$ cat src/hw/rtl/xenc_pkg.sv
// Shared types and constants for the x86-64 instruction encoder.
// No dependencies; imported by every encoder module.
package xenc_pkg;

    localparam int MaxBytes = 10;
    localparam int LenW     = $clog2(MaxBytes + 1);
    localparam int IdxW     = $clog2(MaxBytes);

    typedef enum logic [5:0] {
        FORM_PUSH     = 6'd0,
        FORM_POP      = 6'd1,
        FORM_MOV_RR   = 6'd2,
        FORM_MOV_RI64 = 6'd3,
        FORM_MOV_RM   = 6'd4,
        FORM_MOV_MR   = 6'd5,
        FORM_LEA_SIB  = 6'd6,
        FORM_LEA      = 6'd7,
        FORM_ZERO     = 6'd8,
        FORM_SHR_I    = 6'd9,
        FORM_SHL_I    = 6'd10,
        FORM_ADD_RR   = 6'd11,
        FORM_ADD_I8   = 6'd12,
        FORM_SUB_RR   = 6'd13,
        FORM_AND_RR   = 6'd14,
        FORM_AND_I32  = 6'd15,
        FORM_OR_RR    = 6'd16,
        FORM_XOR_RR   = 6'd17,
        FORM_SHL_CL   = 6'd18,
        FORM_SHR_CL   = 6'd19,
        FORM_IMUL     = 6'd20,
        FORM_CQO      = 6'd21,
        FORM_IDIV     = 6'd22,
        FORM_CALL     = 6'd23,
        FORM_RET      = 6'd24,
        FORM_LEAVE    = 6'd25,
        FORM_SUB_RSP  = 6'd26,
        FORM_ADD_RSP  = 6'd27,
        FORM_SYSCALL  = 6'd28,
        FORM_JMP      = 6'd29,
        FORM_JCOND    = 6'd30,
        FORM_CMP_I8   = 6'd31,
        FORM_TEST_RR  = 6'd32,
        FORM_CMP_RR   = 6'd33,
        FORM_SETCOND  = 6'd34,
        FORM_MOVZX    = 6'd35,
        FORM_LOAD_B   = 6'd36,
        FORM_STORE_B  = 6'd37,
        FORM_INC      = 6'd38
    } form_t;

    // Encoded instruction: byte 0 goes out first.
    typedef struct packed {
        logic [MaxBytes-1:0][7:0] bytes;
        logic [LenW-1:0]          len;
    } xenc_item_t;

    // Queue status seen by the front end and the back end.
    typedef struct packed {
        logic full;
        logic valid;
    } xenc_qstat_t;

endpackage

$ cat src/hw/rtl/xenc_front.sv
// Front end: accepts instruction requests, encodes them into a byte list.
// Depends on xenc_pkg.
module xenc_front (
    input  logic                  clk,
    input  logic                  rst_n,
    input  logic                  in_valid,
    output logic                  in_stall,
    input  logic [5:0]            req_type,
    input  logic [3:0]            reg_a,
    input  logic [3:0]            reg_b,
    input  logic [3:0]            base_reg,
    input  logic [3:0]            index_reg,
    input  logic [3:0]            scale,
    input  logic signed [31:0]    disp,
    input  logic [63:0]           imm,
    input  logic [3:0]            cond,
    input  xenc_pkg::xenc_qstat_t qstat,
    output logic                  push,
    output xenc_pkg::xenc_item_t  push_item
);
    import xenc_pkg::*;

    localparam logic [7:0] OpPush    = 8'h50;
    localparam logic [7:0] OpPop     = 8'h58;
    localparam logic [7:0] OpMovImm  = 8'hB8;
    localparam logic [7:0] OpMovSt   = 8'h89;
    localparam logic [7:0] OpMovLd   = 8'h8B;
    localparam logic [7:0] OpLea     = 8'h8D;
    localparam logic [7:0] OpShiftI  = 8'hC1;
    localparam logic [7:0] OpShiftCl = 8'hD3;
    localparam logic [7:0] OpImul2   = 8'hAF;
    localparam logic [7:0] OpJmp     = 8'hE9;
    localparam logic [7:0] OpEsc     = 8'h0F;
    localparam logic [7:0] OpXor     = 8'h31;
    localparam logic [7:0] OpGrp1I8  = 8'h83;
    localparam logic [7:0] OpGrp1I32 = 8'h81;
    localparam logic [7:0] OpGrp5    = 8'hFF;
    localparam logic [7:0] RexW      = 8'h48;
    localparam logic [7:0] RexB      = 8'h41;
    localparam logic [7:0] SibRsp    = 8'h24;

    logic       valid_reg, valid_next;
    xenc_item_t item_reg, item_next;
    xenc_item_t enc;
    logic       accept;

    function automatic logic [7:0] rex_b(input logic w, input logic r,
                                         input logic x, input logic b);
        return {4'h4, w, r, x, b};
    endfunction

    function automatic logic [7:0] modrm_b(input logic [1:0] md, input logic [2:0] rg,
                                           input logic [2:0] rm);
        return {md, rg, rm};
    endfunction

    always_comb
    begin
        logic [3:0] r;
        logic [1:0] ss;
        enc = '0;
        r   = 4'd0;
        ss  = 2'd0;
        case (form_t'(req_type))
            FORM_PUSH, FORM_POP:
            begin
                if (reg_a[3])
                begin
                    enc.bytes[0] = RexB;
                    enc.bytes[1] = ((req_type == FORM_PUSH) ? OpPush : OpPop)
                                   + {5'd0, reg_a[2:0]};
                    enc.len = LenW'(2);
                end
                else
                begin
                    enc.bytes[0] = ((req_type == FORM_PUSH) ? OpPush : OpPop)
                                   + {5'd0, reg_a[2:0]};
                    enc.len = LenW'(1);
                end
            end
            FORM_MOV_RR, FORM_ADD_RR, FORM_SUB_RR, FORM_AND_RR, FORM_OR_RR,
            FORM_XOR_RR, FORM_TEST_RR, FORM_CMP_RR:
            begin
                enc.bytes[0] = rex_b(1'b1, reg_b[3], 1'b0, reg_a[3]);
                case (form_t'(req_type))
                    FORM_MOV_RR:  enc.bytes[1] = OpMovSt;
                    FORM_ADD_RR:  enc.bytes[1] = 8'h01;
                    FORM_SUB_RR:  enc.bytes[1] = 8'h29;
                    FORM_AND_RR:  enc.bytes[1] = 8'h21;
                    FORM_OR_RR:   enc.bytes[1] = 8'h09;
                    FORM_XOR_RR:  enc.bytes[1] = OpXor;
                    FORM_TEST_RR: enc.bytes[1] = 8'h85;
                    default:      enc.bytes[1] = 8'h39;
                endcase
                enc.bytes[2] = modrm_b(2'd3, reg_b[2:0], reg_a[2:0]);
                enc.len = LenW'(3);
            end
            FORM_MOV_RI64:
            begin
                if (imm == 64'd0)
                begin
                    // zero immediate: xor A,A is shorter
                    enc.bytes[0] = rex_b(1'b1, reg_a[3], 1'b0, reg_a[3]);
                    enc.bytes[1] = OpXor;
                    enc.bytes[2] = modrm_b(2'd3, reg_a[2:0], reg_a[2:0]);
                    enc.len = LenW'(3);
                end
                else
                begin
                    enc.bytes[0]   = rex_b(1'b1, 1'b0, 1'b0, reg_a[3]);
                    enc.bytes[1]   = OpMovImm + {5'd0, reg_a[2:0]};
                    enc.bytes[9:2] = imm;
                    enc.len = LenW'(10);
                end
            end
            FORM_MOV_RM, FORM_MOV_MR:
            begin
                r = (req_type == FORM_MOV_RM) ? reg_a : reg_b;
                enc.bytes[0] = rex_b(1'b1, r[3], 1'b0, base_reg[3]);
                enc.bytes[1] = (req_type == FORM_MOV_RM) ? OpMovLd : OpMovSt;
                enc.bytes[2] = modrm_b(2'd2, r[2:0], base_reg[2:0]);
                if (base_reg[2:0] == 3'd4)
                begin
                    enc.bytes[3]   = SibRsp;
                    enc.bytes[7:4] = disp;
                    enc.len = LenW'(8);
                end
                else
                begin
                    enc.bytes[6:3] = disp;
                    enc.len = LenW'(7);
                end
            end
            FORM_LEA_SIB, FORM_LEA:
            begin
                if (req_type == FORM_LEA_SIB)
                begin
                    r = index_reg;
                    case (scale)
                        4'd2:    ss = 2'd1;
                        4'd4:    ss = 2'd2;
                        4'd8:    ss = 2'd3;
                        default: ss = 2'd0;
                    endcase
                end
                else
                begin
                    r  = 4'd4;
                    ss = 2'd0;
                end
                enc.bytes[0]   = rex_b(1'b1, reg_a[3], r[3], base_reg[3]);
                enc.bytes[1]   = OpLea;
                enc.bytes[2]   = modrm_b(2'd2, reg_a[2:0], 3'd4);
                enc.bytes[3]   = {ss, r[2:0], base_reg[2:0]};
                enc.bytes[7:4] = disp;
                enc.len = LenW'(8);
            end
            FORM_ZERO:
            begin
                enc.bytes[0] = rex_b(1'b1, reg_a[3], 1'b0, reg_a[3]);
                enc.bytes[1] = OpXor;
                enc.bytes[2] = modrm_b(2'd3, reg_a[2:0], reg_a[2:0]);
                enc.len = LenW'(3);
            end
            FORM_SHR_I, FORM_SHL_I, FORM_ADD_I8, FORM_CMP_I8:
            begin
                enc.bytes[0] = rex_b(1'b1, 1'b0, 1'b0, reg_a[3]);
                case (form_t'(req_type))
                    FORM_SHR_I:
                    begin
                        enc.bytes[1] = OpShiftI;
                        r = 4'd5;
                    end
                    FORM_SHL_I:
                    begin
                        enc.bytes[1] = OpShiftI;
                        r = 4'd4;
                    end
                    FORM_ADD_I8:
                    begin
                        enc.bytes[1] = OpGrp1I8;
                        r = 4'd0;
                    end
                    default:
                    begin
                        enc.bytes[1] = OpGrp1I8;
                        r = 4'd7;
                    end
                endcase
                enc.bytes[2] = modrm_b(2'd3, r[2:0], reg_a[2:0]);
                enc.bytes[3] = imm[7:0];
                enc.len = LenW'(4);
            end
            FORM_AND_I32:
            begin
                enc.bytes[0]   = rex_b(1'b1, 1'b0, 1'b0, reg_a[3]);
                enc.bytes[1]   = OpGrp1I32;
                enc.bytes[2]   = modrm_b(2'd3, 3'd4, reg_a[2:0]);
                enc.bytes[6:3] = imm[31:0];
                enc.len = LenW'(7);
            end
            FORM_SHL_CL, FORM_SHR_CL, FORM_IDIV, FORM_INC:
            begin
                enc.bytes[0] = rex_b(1'b1, 1'b0, 1'b0, reg_a[3]);
                case (form_t'(req_type))
                    FORM_SHL_CL:
                    begin
                        enc.bytes[1] = OpShiftCl;
                        r = 4'd4;
                    end
                    FORM_SHR_CL:
                    begin
                        enc.bytes[1] = OpShiftCl;
                        r = 4'd5;
                    end
                    FORM_IDIV:
                    begin
                        enc.bytes[1] = 8'hF7;
                        r = 4'd7;
                    end
                    default:
                    begin
                        enc.bytes[1] = OpGrp5;
                        r = 4'd0;
                    end
                endcase
                enc.bytes[2] = modrm_b(2'd3, r[2:0], reg_a[2:0]);
                enc.len = LenW'(3);
            end
            FORM_IMUL:
            begin
                enc.bytes[0] = rex_b(1'b1, reg_a[3], 1'b0, reg_b[3]);
                enc.bytes[1] = OpEsc;
                enc.bytes[2] = OpImul2;
                enc.bytes[3] = modrm_b(2'd3, reg_a[2:0], reg_b[2:0]);
                enc.len = LenW'(4);
            end
            FORM_CQO:
            begin
                enc.bytes[0] = RexW;
                enc.bytes[1] = 8'h99;
                enc.len = LenW'(2);
            end
            FORM_CALL:
            begin
                if (reg_a[3])
                begin
                    enc.bytes[0] = RexB;
                    enc.bytes[1] = OpGrp5;
                    enc.bytes[2] = modrm_b(2'd3, 3'd2, reg_a[2:0]);
                    enc.len = LenW'(3);
                end
                else
                begin
                    enc.bytes[0] = OpGrp5;
                    enc.bytes[1] = modrm_b(2'd3, 3'd2, reg_a[2:0]);
                    enc.len = LenW'(2);
                end
            end
            FORM_RET:
            begin
                enc.bytes[0] = 8'hC3;
                enc.len = LenW'(1);
            end
            FORM_LEAVE:
            begin
                enc.bytes[0] = 8'hC9;
                enc.len = LenW'(1);
            end
            FORM_SUB_RSP, FORM_ADD_RSP:
            begin
                enc.bytes[0]   = RexW;
                enc.bytes[1]   = OpGrp1I32;
                enc.bytes[2]   = (req_type == FORM_SUB_RSP) ? 8'hEC : 8'hC4;
                enc.bytes[6:3] = imm[31:0];
                enc.len = LenW'(7);
            end
            FORM_SYSCALL:
            begin
                enc.bytes[0] = OpEsc;
                enc.bytes[1] = 8'h05;
                enc.len = LenW'(2);
            end
            FORM_JMP:
            begin
                enc.bytes[0]   = OpJmp;
                enc.bytes[4:1] = disp;
                enc.len = LenW'(5);
            end
            FORM_JCOND:
            begin
                enc.bytes[0]   = OpEsc;
                enc.bytes[1]   = {4'h8, cond};
                enc.bytes[5:2] = disp;
                enc.len = LenW'(6);
            end
            FORM_SETCOND:
            begin
                enc.bytes[0] = OpEsc;
                enc.bytes[1] = {4'h9, cond};
                enc.bytes[2] = 8'hC0;
                enc.len = LenW'(3);
            end
            FORM_MOVZX:
            begin
                enc.bytes[0] = OpEsc;
                enc.bytes[1] = 8'hB6;
                enc.bytes[2] = 8'hC0;
                enc.len = LenW'(3);
            end
            FORM_LOAD_B, FORM_STORE_B:
            begin
                // optional REX.B, then opcode, ModRM and maybe the rsp/r12 SIB
                if (base_reg[3])
                begin
                    enc.bytes[0] = RexB;
                    enc.bytes[1] = (req_type == FORM_LOAD_B) ? 8'h8A : 8'h88;
                    enc.bytes[2] = modrm_b(2'd0, 3'd0, base_reg[2:0]);
                    enc.bytes[3] = SibRsp;
                    enc.len = (base_reg[2:0] == 3'd4) ? LenW'(4) : LenW'(3);
                end
                else
                begin
                    enc.bytes[0] = (req_type == FORM_LOAD_B) ? 8'h8A : 8'h88;
                    enc.bytes[1] = modrm_b(2'd0, 3'd0, base_reg[2:0]);
                    enc.bytes[2] = SibRsp;
                    enc.len = (base_reg[2:0] == 3'd4) ? LenW'(3) : LenW'(2);
                end
            end
            default:
            begin
                enc = '0;
            end
        endcase
    end

    assign push      = valid_reg && !qstat.full;
    assign push_item = item_reg;
    assign in_stall  = valid_reg && qstat.full;
    assign accept    = in_valid && !in_stall;

    always_comb
    begin
        valid_next = valid_reg;
        item_next  = item_reg;
        if (accept)
        begin
            // unknown forms encode to nothing: drop them here
            valid_next = (enc.len != '0);
            item_next  = enc;
        end
        else if (push)
        begin
            valid_next = 1'b0;
        end
    end

    always_ff @(posedge clk or negedge rst_n)
    begin
        if (!rst_n)
        begin
            valid_reg <= 1'b0;
        end
        else
        begin
            valid_reg <= valid_next;
        end
    end

    always_ff @(posedge clk)
    begin
        item_reg <= item_next;
    end

endmodule

$ cat src/hw/rtl/xenc_queue.sv
// Two-entry queue of encoded instructions between front end and back end.
// Depends on xenc_pkg.
module xenc_queue (
    input  logic                  clk,
    input  logic                  rst_n,
    input  logic                  push,
    input  xenc_pkg::xenc_item_t  push_item,
    input  logic                  pop,
    output xenc_pkg::xenc_qstat_t qstat,
    output xenc_pkg::xenc_item_t  head
);
    import xenc_pkg::*;

    xenc_item_t mem_reg [2];
    logic       wr_ptr_reg, wr_ptr_next;
    logic       rd_ptr_reg, rd_ptr_next;
    logic [1:0] count_reg, count_next;

    assign qstat.full  = (count_reg == 2'd2);
    assign qstat.valid = (count_reg != 2'd0);
    assign head        = mem_reg[rd_ptr_reg];

    always_comb
    begin
        wr_ptr_next = wr_ptr_reg + (push ? 1'b1 : 1'b0);
        rd_ptr_next = rd_ptr_reg + (pop ? 1'b1 : 1'b0);
        count_next  = count_reg + (push ? 2'd1 : 2'd0) - (pop ? 2'd1 : 2'd0);
    end

    always_ff @(posedge clk or negedge rst_n)
    begin
        if (!rst_n)
        begin
            wr_ptr_reg <= 1'b0;
            rd_ptr_reg <= 1'b0;
            count_reg  <= 2'd0;
        end
        else
        begin
            wr_ptr_reg <= wr_ptr_next;
            rd_ptr_reg <= rd_ptr_next;
            count_reg  <= count_next;
        end
    end

    always_ff @(posedge clk)
    begin
        if (push)
        begin
            mem_reg[wr_ptr_reg] <= push_item;
        end
    end

endmodule

$ cat src/hw/rtl/xenc_back.sv
// Back end: streams the bytes of each queued instruction, one per transfer.
// Depends on xenc_pkg.
module xenc_back (
    input  logic                  clk,
    input  logic                  rst_n,
    input  xenc_pkg::xenc_qstat_t qstat,
    input  xenc_pkg::xenc_item_t  head,
    output logic                  pop,
    output logic                  out_valid,
    input  logic                  out_stall,
    output logic [7:0]            byte_out,
    output logic                  last
);
    import xenc_pkg::*;

    xenc_item_t      cur_reg, cur_next;
    logic            busy_reg, busy_next;
    logic [IdxW-1:0] idx_reg, idx_next;
    logic            ovalid_reg, ovalid_next;
    logic [7:0]      obyte_reg, obyte_next;
    logic            olast_reg, olast_next;
    logic            out_free;
    logic            emit;
    logic            at_end;

    assign out_free = !ovalid_reg || !out_stall;
    assign emit     = busy_reg && out_free;
    assign at_end   = (LenW'(idx_reg) == (cur_reg.len - LenW'(1)));
    // load the next instruction when idle or right as the current one finishes
    assign pop      = qstat.valid && (!busy_reg || (emit && at_end));

    always_comb
    begin
        cur_next    = cur_reg;
        busy_next   = busy_reg;
        idx_next    = idx_reg;
        ovalid_next = ovalid_reg && out_stall;
        obyte_next  = obyte_reg;
        olast_next  = olast_reg;
        if (emit)
        begin
            ovalid_next = 1'b1;
            obyte_next  = cur_reg.bytes[idx_reg];
            olast_next  = at_end;
            idx_next    = idx_reg + IdxW'(1);
            if (at_end)
            begin
                busy_next = 1'b0;
            end
        end
        if (pop)
        begin
            cur_next  = head;
            busy_next = 1'b1;
            idx_next  = '0;
        end
    end

    always_ff @(posedge clk or negedge rst_n)
    begin
        if (!rst_n)
        begin
            busy_reg   <= 1'b0;
            idx_reg    <= '0;
            ovalid_reg <= 1'b0;
        end
        else
        begin
            busy_reg   <= busy_next;
            idx_reg    <= idx_next;
            ovalid_reg <= ovalid_next;
        end
    end

    always_ff @(posedge clk)
    begin
        cur_reg   <= cur_next;
        obyte_reg <= obyte_next;
        olast_reg <= olast_next;
    end

    assign out_valid = ovalid_reg;
    assign byte_out  = obyte_reg;
    assign last      = olast_reg;

endmodule

$ cat src/hw/rtl/x86_64_instruction_encoder_core.sv
// Top level of the x86-64 instruction encoder.
// Depends on xenc_pkg, xenc_front, xenc_queue and xenc_back.
//
// One request in, its machine-code bytes out, one byte per output transfer with
// last set on the final byte. The output side sustains one byte per cycle while
// out_stall stays low, for instructions of 1 to 10 bytes, and a new request is
// taken whenever the front-end register is empty or the queue has room; the byte
// serializer in the back end sets that rate. The first byte passes through the
// front-end register, the queue write, the serializer load and the output
// register before it is offered. A two-entry queue sits between the encoder and
// the serializer so that either side can stall alone.
// Request kinds 39 to 63 are accepted and produce no bytes.
module x86_64_instruction_encoder_core (
    input  logic               clk,
    input  logic               rst_n,
    input  logic               in_valid,
    output logic               in_stall,
    input  logic [5:0]         req_type,
    input  logic [3:0]         reg_a,
    input  logic [3:0]         reg_b,
    input  logic [3:0]         base_reg,
    input  logic [3:0]         index_reg,
    input  logic [3:0]         scale,
    input  logic signed [31:0] disp,
    input  logic [63:0]        imm,
    input  logic [3:0]         cond,
    output logic               out_valid,
    input  logic               out_stall,
    output logic [7:0]         byte_out,
    output logic               last
);
    import xenc_pkg::*;

    xenc_qstat_t qstat;
    xenc_item_t  push_item;
    xenc_item_t  head;
    logic        push;
    logic        pop;

    xenc_front u_front (
        .clk       (clk),
        .rst_n     (rst_n),
        .in_valid  (in_valid),
        .in_stall  (in_stall),
        .req_type  (req_type),
        .reg_a     (reg_a),
        .reg_b     (reg_b),
        .base_reg  (base_reg),
        .index_reg (index_reg),
        .scale     (scale),
        .disp      (disp),
        .imm       (imm),
        .cond      (cond),
        .qstat     (qstat),
        .push      (push),
        .push_item (push_item)
    );

    xenc_queue u_queue (
        .clk       (clk),
        .rst_n     (rst_n),
        .push      (push),
        .push_item (push_item),
        .pop       (pop),
        .qstat     (qstat),
        .head      (head)
    );

    xenc_back u_back (
        .clk       (clk),
        .rst_n     (rst_n),
        .qstat     (qstat),
        .head      (head),
        .pop       (pop),
        .out_valid (out_valid),
        .out_stall (out_stall),
        .byte_out  (byte_out),
        .last      (last)
    );

endmodule
$ cat config.mk
export PLATFORM = sky130hd
export DESIGN_NAME = x86_64_instruction_encoder_core
export DESIGN_NICKNAME = d
export VERILOG_FILES = /design/src/hw/rtl/xenc_pkg.sv /design/src/hw/rtl/xenc_front.sv /design/src/hw/rtl/xenc_queue.sv /design/src/hw/rtl/xenc_back.sv /design/src/hw/rtl/x86_64_instruction_encoder_core.sv
export SDC_FILE = /design/constraint.sdc
export NUM_CORES = 1
export LEC_CHECK = 0
export BUFFER_PORTS_ARGS = -buffer_cell sky130_fd_sc_hd__buf_2
export CAP_MARGIN = 10
export CORE_MARGIN = 1.5
export CORE_UTILIZATION = 54
export CTS_CLUSTER_SIZE = 20
export DETAILED_ROUTE_END_ITERATION = 8
export PLACE_DENSITY = 0.76
export SLEW_MARGIN = 5
export SYNTH_ARGS = -nofsm -noshare
export SYNTH_HDL_FRONTEND = slang
export SYNTH_SLANG_ARGS = --single-unit
$ cat constraint.sdc
create_clock -name clk -period 5 [get_ports clk]
set_clock_uncertainty 0.1 [all_clocks]
set_input_delay 0.5 -clock clk [delete_from_list [all_inputs] [get_ports clk]]
set_output_delay 0.5 -clock clk [all_outputs]
set_load 0.01 [all_outputs]
==> impl_metrics.toml, run 1 <==
[placed_design]
place_hpwl_um = 31200
post-place-ws_ps = 1550
gp_congestion = 1.00
io_buffers = 140
place_inst = 1578

[power_and_ir_drop]
pwr-share-comb_pct = 20.2
power.leakage_nw = 6.39
pwr_density_cell_nw_per_um2 = 491
pwr-share-seq_pct = 50.9
pwr-share-clk_pct = 28.9
p_int_mw = 6.42
vdd_drop_max_v = 0.000354
switching_power_mw = 2.44
p_sw_share_pct = 27.6
power_mw = 8.87

[final_layout]
nets = 1369
antenna-diode-count = 0
largest_reg_flops = 168
drive_above_1_share_pct = 26.4
final_cells = 1644
area_growth_pct = 14.0

[worst_setup_path]
cp-startpoint = "req_type[1]"
cp.arrival_ps = 3290
endpoint = "u_front.push_item[40]$_DFFE_PP_"
critPathLaunchType = "input port"
critical_path_class = "in -> reg"
worstPathCellList = "buf_2 > buf_4 > nand2b_1 > nor3_1 > a21o_1 > buf_4 > nand2_1 > nand2_1 > a221o_1"
rr_worst_depth = 5
r2r_slack_ps = 2020
crit_slowest_cell = "a21o_1"
critPathRequiredTime_ps = 5280
cpPeakStageDelay_ps = 870
r2r_start = "u_back.idx_reg[1]$_DFFE_PN0P_"
critPathMaxFanout = 30
rr_endpoint = "u_back.cur_reg[76]$_DFFE_PP_"
crit_path_end_kind = "register"

[timing]
rsz0062_at_grt = "no"
holdWs_ps = 137
slew_headroom_pct = 25.9
fmax_mhz = 333
hold_viol = 0
finalSetupTns_ps = 0
period_share_pct = 60.1
tightest_slew_ps = 1110
setup_viol = 0
final.min_clock_period_ps = 3010
setup_ws_ps = 1990
slew_viol_final = 0

[grt]
grt_pass1_wl_um = 65400
grt.overflow.total = 0
grtUsageMet2_pct = 45.8
grtUsageMet3_pct = 7.37
grt_max_degree = 90
grt_pass1_vias = 10500
top_usage_layer = "met2"
grt.total_usage_pct = 29.2
use_met1_pct = 40.1
antenna_found_initial = 2

[synth]
yosys.area.top_type_share_pct = 65.5
yosysUniqueCellTypes = 72
ys_seq_area_share_pct = 67.2
yosysTopAreaCell = "edfxtp_1"
synth_enable_flop_cells = 345
syn_nets = 1240
synth_ff_type = "edfxtp_1"
syn_inst = 1104
ys_warn_count = 0
avgSynthCellArea_um2 = 14.3
netlist_area_um2 = 15800
ys_async_sr_fraction_pct = 3.09
ys_seq_elements = 356
synth.area.top_cells = "edfxtp_1, mux2_2, nand2_1, mux4_2, dfrtp_1"

[clock_network]
clk_latency_ps = 520
clk_pin_slew_ps = 60
cts.repair.resized = 0
clockBufferDepth = 3
cts_sinks = 356
htree_levels = 2
tritoncts = "done"
cts_root_buf = "clkbuf_16"
numCtsBuffers = 36
postCtsHoldBufs = 1
cts_setup_buffers = 0

[detailed_routing]
wl_per_cell_um = 27.0
drcViolationCount = 14
drt_wl_total_um = 44400
ant_nets = 0
viasPerCell = 6.48
drt_iter0_drc = 1294
vias = 10600
dr.pass1.iters = 9

[die]
placementRows = 62
coreArea_um2 = 28800
initial_core_util_pct = 55.0
die_h_um = 174
io_pins = 141
die_w_um = 174
die_area_um2 = 30300

[run_status]
violations = "design-rule violations"
status = "finished with violations"

[flow_run]
maxCapViolCount = 0

[worst_hold_path]
whs_path_depth = 3
hp-class = "in -> reg"
## worst max-delay path: cells and delay by family
family | cells | cell delay (ps)
AOI/OAI and AO/OA | 2 | 980
buffers and inverters | 3 | 900
and+or+nand+nor | 4 | 880
## cell families after synthesis
kind of cell	count (synthesis)	synth area share, %
compound gates	214	10.1
simple gates	311	9.73
mux	109	8.89
flops	356	67.2
xor+xnor	17	0.941
fa+ha+maj	7	0.538
buf+inv	90	2.56
## cell usage after synthesis (all sizes together) (4+ instances only)
| master | number |
|---|---|
| a22o | 9 |
| buf | 43 |
| nor2 | 52 |
| nand3 | 24 |
| o211ai | 6 |
| a32oi | 5 |
| a221oi | 21 |
| ha | 6 |
| inv | 17 |
| and3 | 4 |
| nor2b | 13 |
| and2 | 20 |
| o21ai | 29 |
| nor3 | 11 |
| a21oi | 45 |
| xnor2 | 15 |
| a221o | 20 |
| clkbuf | 29 |
| a22oi | 14 |
| nand2 | 117 |
| o22ai | 6 |
| mux2 | 92 |
| mux4 | 16 |
| edfxtp | 345 |
| dfrtp | 11 |
| nand2b | 15 |
| nand4 | 16 |
| a222oi | 25 |
| nor4 | 23 |
## power by group through the flow
| stage | clock [mW] | sequential (mW) | combinational, mW |
|---|---|---|---|
| finish | 2.56 | 4.51 | 1.79 |
| global route | 2.70 | 4.58 | 1.93 |
| CTS | 2.60 | 4.52 | 1.80 |
| detailed placement | 0 | 4.58 | 1.78 |
| global placement | 0 | 4.53 | 1.77 |
| floorplan | 0 | 4.39 | 1.31 |
## worst min path at each step
stage	from	to	slack [ps]
after global routing	out_stall	u_back.out_valid$_DFF_PN0_	150
final	out_stall	u_back.out_valid$_DFF_PN0_	140
after CTS	out_stall	u_back.out_valid$_DFF_PN0_	120
after global placement	rst_n	u_back.busy_reg$_DFFE_PN0P_	290
after floorplan	rst_n	u_back.busy_reg$_DFFE_PN0P_	100
after detailed placement	rst_n	u_back.out_valid$_DFF_PN0_	290
## layer usage
metal / wire [µm] / part of all wire (%)
met3: 4990 / 11
met1: 17600 / 40
met5: 23 / 0.052
met2: 20400 / 46
met4: 1500 / 3.4
## placed cells by master (no fill, tap or decap), types with 24 or more instances in the layout
master	Yosys	final
nand3_1	24	24
mux2_2	92	92
a222oi_1	25	25
o21ai_0	28	28
nor2_1	52	49
nand2_1	117	117
clkbuf_16	0	36
edfxtp_1	345	345
buf_2	35	140
a21oi_1	44	44
## cell type report
class / count / area (µm²)
Inverter: 18 / 67.6
Tap cell: 384 / 480
Timing Repair Buffer: 163 / 888
Clock buffer: 43 / 927
Clock inverter: 22 / 200
Sequential cell: 356 / 10600
Multi-Input combinational cell: 658 / 4840
Fill cell: 2079 / 10700
## through the flow
step | area [µm²] | util (%)
floorplan | 15800 | -
global placement | 16900 | 58.7
detailed placement | 16900 | 58.7
CTS | 18000 | 62.7
global route | 18000 | 62.7
finish | 18000 | 62.7
(Power assumes the default switching activity.)
==> run 2, diff against run 1 <==
CORE_UTILIZATION = 60   (was 54)
PLACE_DENSITY = 0.8   (was 0.76)
clock period = 3.1 ns   (was 5 ns; I/O delays follow)
==> impl_metrics.toml, run 2 (synthesis gave the netlist of run 1 again) <==
[run_status]
status = "completed"

[worst_setup_path]
worstPathCellList = "dlygate4sd3_1 > buf_2 > nor4_1 > nand4_1 > nor4_2 > nor2b_4 > buf_12 > a221o_1"
crit_slowest_cell = "dlygate4sd3_1"
cpPeakStageDelay_ps = 540
critPathMaxFanout = 55
cp.arrival_ps = 3150
critPathTopFamily = "simple AND/OR/NAND/NOR gates"
crit_path_end_kind = "register"
critical_path_class = "in -> reg"
timing.critical_path.buf_inv = 3
critPathLaunchType = "input port"
critPathRequiredTime_ps = 3270

[clock_network]
clk_latency_ps = 520
cts_sinks = 356
clockBufferDepth = 3
tritoncts = "done"
numCtsBuffers = 36
htree_levels = 2
cts_root_buf = "clkbuf_16"
clk_pin_slew_ps = 60
cts.repair.resized = 0
cts_setup_buffers = 0

[flow_run]
maxCapViolCount = 0

[detailed_routing]
viasPerCell = 6.70
vias = 11100
drt_iter0_drc = 1609
drcViolationCount = 0
dr.pass1.iters = 7
wl_per_cell_um = 28.0
drt_wl_total_um = 46400
ant_nets = 0

[final_layout]
fin_util_pct = 71.7
fillCellCount = 1675
largest_reg_flops = 168
final_cells = 1659
drive_above_1_share_pct = 29.2
layout_commonest_cell = "edfxtp_1"
nets = 1434
area_growth_pct = 17.7
fin_area_um2 = 18600
antenna-diode-count = 0
layout_common_cells = "edfxtp_1, buf_2, nand2_1"

[power_and_ir_drop]
pwr_density_cell_nw_per_um2 = 782
vdd_drop_max_v = 0.00107
power_mw = 14.6
power.leakage_nw = 6.72

[grt]
grt_pass1_vias = 10800
grt.total_usage_pct = 34.2
grt_max_degree = 90
antenna_found_initial = 1
grt.overflow.total = 0
grt_pass1_wl_um = 67200

[placed_design]
io_buffers = 140
place_hpwl_um = 32300
place_inst = 1580
placed_area_um2 = 17400
gp_congestion = 0.966

[timing]
fmax_mhz = 336
tightest_slew_ps = 742
slew_viol_final = 0
hold_viol = 0
holdWs_ps = 18.0
setup_viol = 0
final.min_clock_period_ps = 2980
period_share_pct = 96.1
rsz0062_at_grt = "no"
slew_headroom_pct = 50.2

[die]
io_pins = 141
die_w_um = 165
placementRows = 59
initial_core_util_pct = 60.9
coreArea_um2 = 26000
die_area_um2 = 27400
die_h_um = 165

[worst_hold_path]
hp-class = "in -> reg"
## run 2: cell count changes in the layout (fill, tap and decap cells not counted), sizes merged
cell,delta
clkbuf,+2
clkinv,-4
buf,+51
dlygate4sd3,+14
clkinvlp,+2
bufinv,-1
## run 2: report_power, final
part	switching (mW)	total [mW]	internal, mW
logic	1.94	3.35	1.41
registers	0.394	7.10	6.70
clock network	1.76	4.12	2.36
total	4.09	14.6	10.5
## run 2: routing by layer
| layer | vias to the layer above | part of all wire (%) | wire length [µm] | GRT usage (%) |
|---|---|---|---|---|
| met5 | - | 0.026 | 12 | 0 |
| li1 | 4762 | - | - | - |
| met1 | 5407 | 40 | 18500 | 47.8 |
| met2 | 824 | 46 | 21500 | 54.3 |
| met3 | 120 | 10 | 4840 | 6.79 |
| met4 | 2 | 3.3 | 1530 | 11.0 |
## run 2: layout make-up
| type | count | area (µm²) | area share [%] |
|---|---|---|---|
| clock inverter | 19 | 158 | 0.847 |
| timing repair buffer | 228 | 1540 | 8.25 |
| multi-input combinational | 658 | 4850 | 26.0 |
| clock buffer | 45 | 955 | 5.13 |
| inverter | 18 | 67.6 | 0.363 |
| sequential | 356 | 10600 | 57.1 |
| tap | 335 | 419 | 2.25 |
## run 2: path summary, 6_finish.rpt
path,startpoint,endpoint,slack (ps),depth (start not counted)
setup / recovery,imm[58],u_front.push_item[37]$_DFFE_PP_,120,8
hold / removal,imm[59],u_front.push_item[79]$_SDFFCE_PN0P_,20,2
setup reg to reg,u_back.cur_reg[0]$_DFFE_PP_,u_back.cur_reg[38]$_DFFE_PP_,600,6
hold reg to reg,u_front.push_item[4]$_DFFE_PP_,u_queue.mem_reg[1][4]$_DFFE_PP_,340,0
min in group asynchronous,rst_n,u_back.idx_reg[1]$_DFFE_PN0P_,120,2
max in group asynchronous,rst_n,u_queue.rd_ptr_reg$_DFF_PN0_,2540,2
## run 2: through the flow
| stage | setup WS (ps) | setup TNS, ps |
|---|---|---|
| floorplan | -684 | -47100 |
| global placement | 140 | 0 |
| detailed placement | 89.4 | 0 |
| CTS | 122 | 0 |
| global route | 133 | 0 |
| finish | 122 | 0 |
## run 2: what timing repair did
action	4_1_cts	5_1_grt
setup endpoints to repair	0	0
hold buffers	15	0
endpoints found under the hold margin	25	0
==> run 3, diff against run 2 <==
CELL_PAD_IN_SITES_DETAIL_PLACEMENT = 1   (was unset)
CELL_PAD_IN_SITES_GLOBAL_PLACEMENT = 1   (was unset)
CORE_UTILIZATION = 50   (was 60)
PLACE_DENSITY = unset   (was 0.8)
PLACE_DENSITY_LB_ADDON = 0.1   (was unset)
==> impl_metrics.toml, run 3 (synthesis gave the netlist of run 1 again) <==
[power_and_ir_drop]
pwr_density_cell_nw_per_um2 = 794
switching_power_mw = 4.19
pwr-share-clk_pct = 29.7
power.leakage_nw = 6.71
p_int_mw = 10.7
vdd_drop_max_v = 0.000673
p_sw_share_pct = 28.2
pwr-share-comb_pct = 22.1
pwr-share-seq_pct = 48.2

[detailed_routing]
drt_wl_total_um = 48400
wl_per_cell_um = 28.2
vias = 11000
dr.pass1.iters = 6
drcViolationCount = 0
ant_nets = 0
viasPerCell = 6.43
drt_iter0_drc = 1423

[placed_design]
io_buffers = 140
place_inst = 1625
place_hpwl_um = 33600
gp_congestion = 1.01

[timing]
rsz0062_at_grt = "no"
slew_headroom_pct = 29.4
setup_viol = 0
tightest_slew_ps = 1050
finalSetupTns_ps = 0
final.min_clock_period_ps = 2850
holdWs_ps = 18.7
slew_viol_final = 0
period_share_pct = 91.8
fmax_mhz = 351
hold_viol = 0

[final_layout]
nets = 1425
layout_common_cells = "edfxtp_1, buf_2, nand2_1"
final_cells = 1715
fin_util_pct = 60.5
antenna-diode-count = 0
largest_reg_flops = 168
layout_commonest_cell = "edfxtp_1"
drive_above_1_share_pct = 28.5
area_growth_pct = 18.2

[die]
die_w_um = 181
die_area_um2 = 32700
io_pins = 141
initial_core_util_pct = 51.2
placementRows = 64
coreArea_um2 = 30900
die_h_um = 181

[worst_setup_path]
critical_path_depth = 8
crit_path_end_kind = "register"
timing.critical_path.buf_inv = 3
endpoint = "u_front.push_item[19]$_DFFE_PP_"
r2r_slack_ps = 620
critPathLaunchType = "input port"
cpPeakStageDelay_ps = 550
critPathMaxFanout = 16
crit_slowest_cell = "or4_4"
cp.arrival_ps = 3010
critical_path_class = "in -> reg"
rr_worst_depth = 6
rr_endpoint = "u_back.cur_reg[75]$_DFFE_PP_"
critPathRequiredTime_ps = 3260
r2r_start = "u_back.cur_reg[2]$_DFFE_PP_"
critPathTopFamily = "simple AND/OR/NAND/NOR gates"
worstPathCellList = "dlygate4sd3_1 > buf_2 > nor4_1 > nand4_1 > nor4_2 > buf_4 > nor2b_4 > or4_4"
cp-startpoint = "imm[49]"

[run_status]
status = "completed"

[clock_network]
cts_root_buf = "clkbuf_16"
cts_sinks = 356
numCtsBuffers = 38
cts.repair.resized = 0
tritoncts = "done"
clk_latency_ps = 520
clk_pin_slew_ps = 60
clockBufferDepth = 3
htree_levels = 2

[flow_run]
maxCapViolCount = 0

[grt]
grt_pass1_wl_um = 71900
grt.overflow.total = 0
grt.total_usage_pct = 29.8
grt_max_degree = 90
antenna_found_initial = 1
grt_pass1_vias = 11500

[worst_hold_path]
hp-class = "in -> reg"
## run 3: changes by cell type in the layout (fill, tap and decap cells not counted), moves of 2 or more
cell / delta
buf_12: -2
dlygate4sd3_1: +5
clkinv_2: +3
buf_4: -14
clkbuf_16: +3
## run 3: worst register-to-register path, delay by kind of cell, from the launching register on
family | cells | cell delay (ps)
compound gates | 1 | 200
xor+xnor | 1 | 120
buf+inv | 1 | 420
flops | 1 | 440
simple gates | 3 | 770
## run 3: per-layer routing
layer  global-route usage (%)  wire (µm)  vias to the layer above
li1                         -          -                     4743
met1                     40.3      19900                     5541
met2                     48.0      22800                      601
met3                     5.38       3760                      132
met4                     11.6       1910                        2
met5                        0         13                        -
## run 3: final cells by class
cell class,instances,area [µm²]
fillers,2958,12200
flip-flops and latches,356,10600
multi-input cells,658,4850
repair buffers,217,1440
clock buffers,48,1020
well taps,396,495
clock inverters,22,198
inverters,18,67.6
## run 3: power by group through the flow
stage	logic, mW	clock network, mW	registers (mW)
after floorplan	2.14	0	7.06
after global placement	3.17	0	7.13
after detailed placement	3.26	0	7.25
after CTS	3.30	4.48	7.17
after global routing	3.50	4.63	7.25
final	3.28	4.41	7.16
## run 3: per-stage QoR
step | power [mW] | worst slack [ps] | area, µm²
3_3_place_gp | 10.3 | 158 | 17300
2_1_floorplan | 9.20 | -684 | 15900
5_1_grt | 15.4 | 116 | 18700
6_report | 14.8 | 255 | 18700
3_5_place_dp | 10.5 | 239 | 17300
4_1_cts | 15.0 | 228 | 18700
## run 3: worst min-delay path by stage
stage / cells past startpoint / end / slack (ps) / from
after CTS: 2 / u_front.push_item[64]$_DFFE_PP_ / 2 / imm[44]
after floorplan: 0 / u_back.busy_reg$_DFFE_PN0P_ / -90 / rst_n
after global routing: 2 / u_front.push_item[72]$_SDFFCE_PN0P_ / 4 / imm[52]
after detailed placement: 1 / u_queue.count_reg[0]$_DFF_PN0_ / 100 / rst_n
final: 2 / u_front.push_item[73]$_SDFFCE_PN0P_ / 20 / imm[53]
after global placement: 1 / u_queue.count_reg[1]$_DFF_PN0_ / 100 / rst_n
## run 3: what timing repair did
action | 4_1_cts | 5_1_grt
hold endpoints to repair | 30 | 0
hold buffers | 20 | 0
buffers inserted | 0 | 0
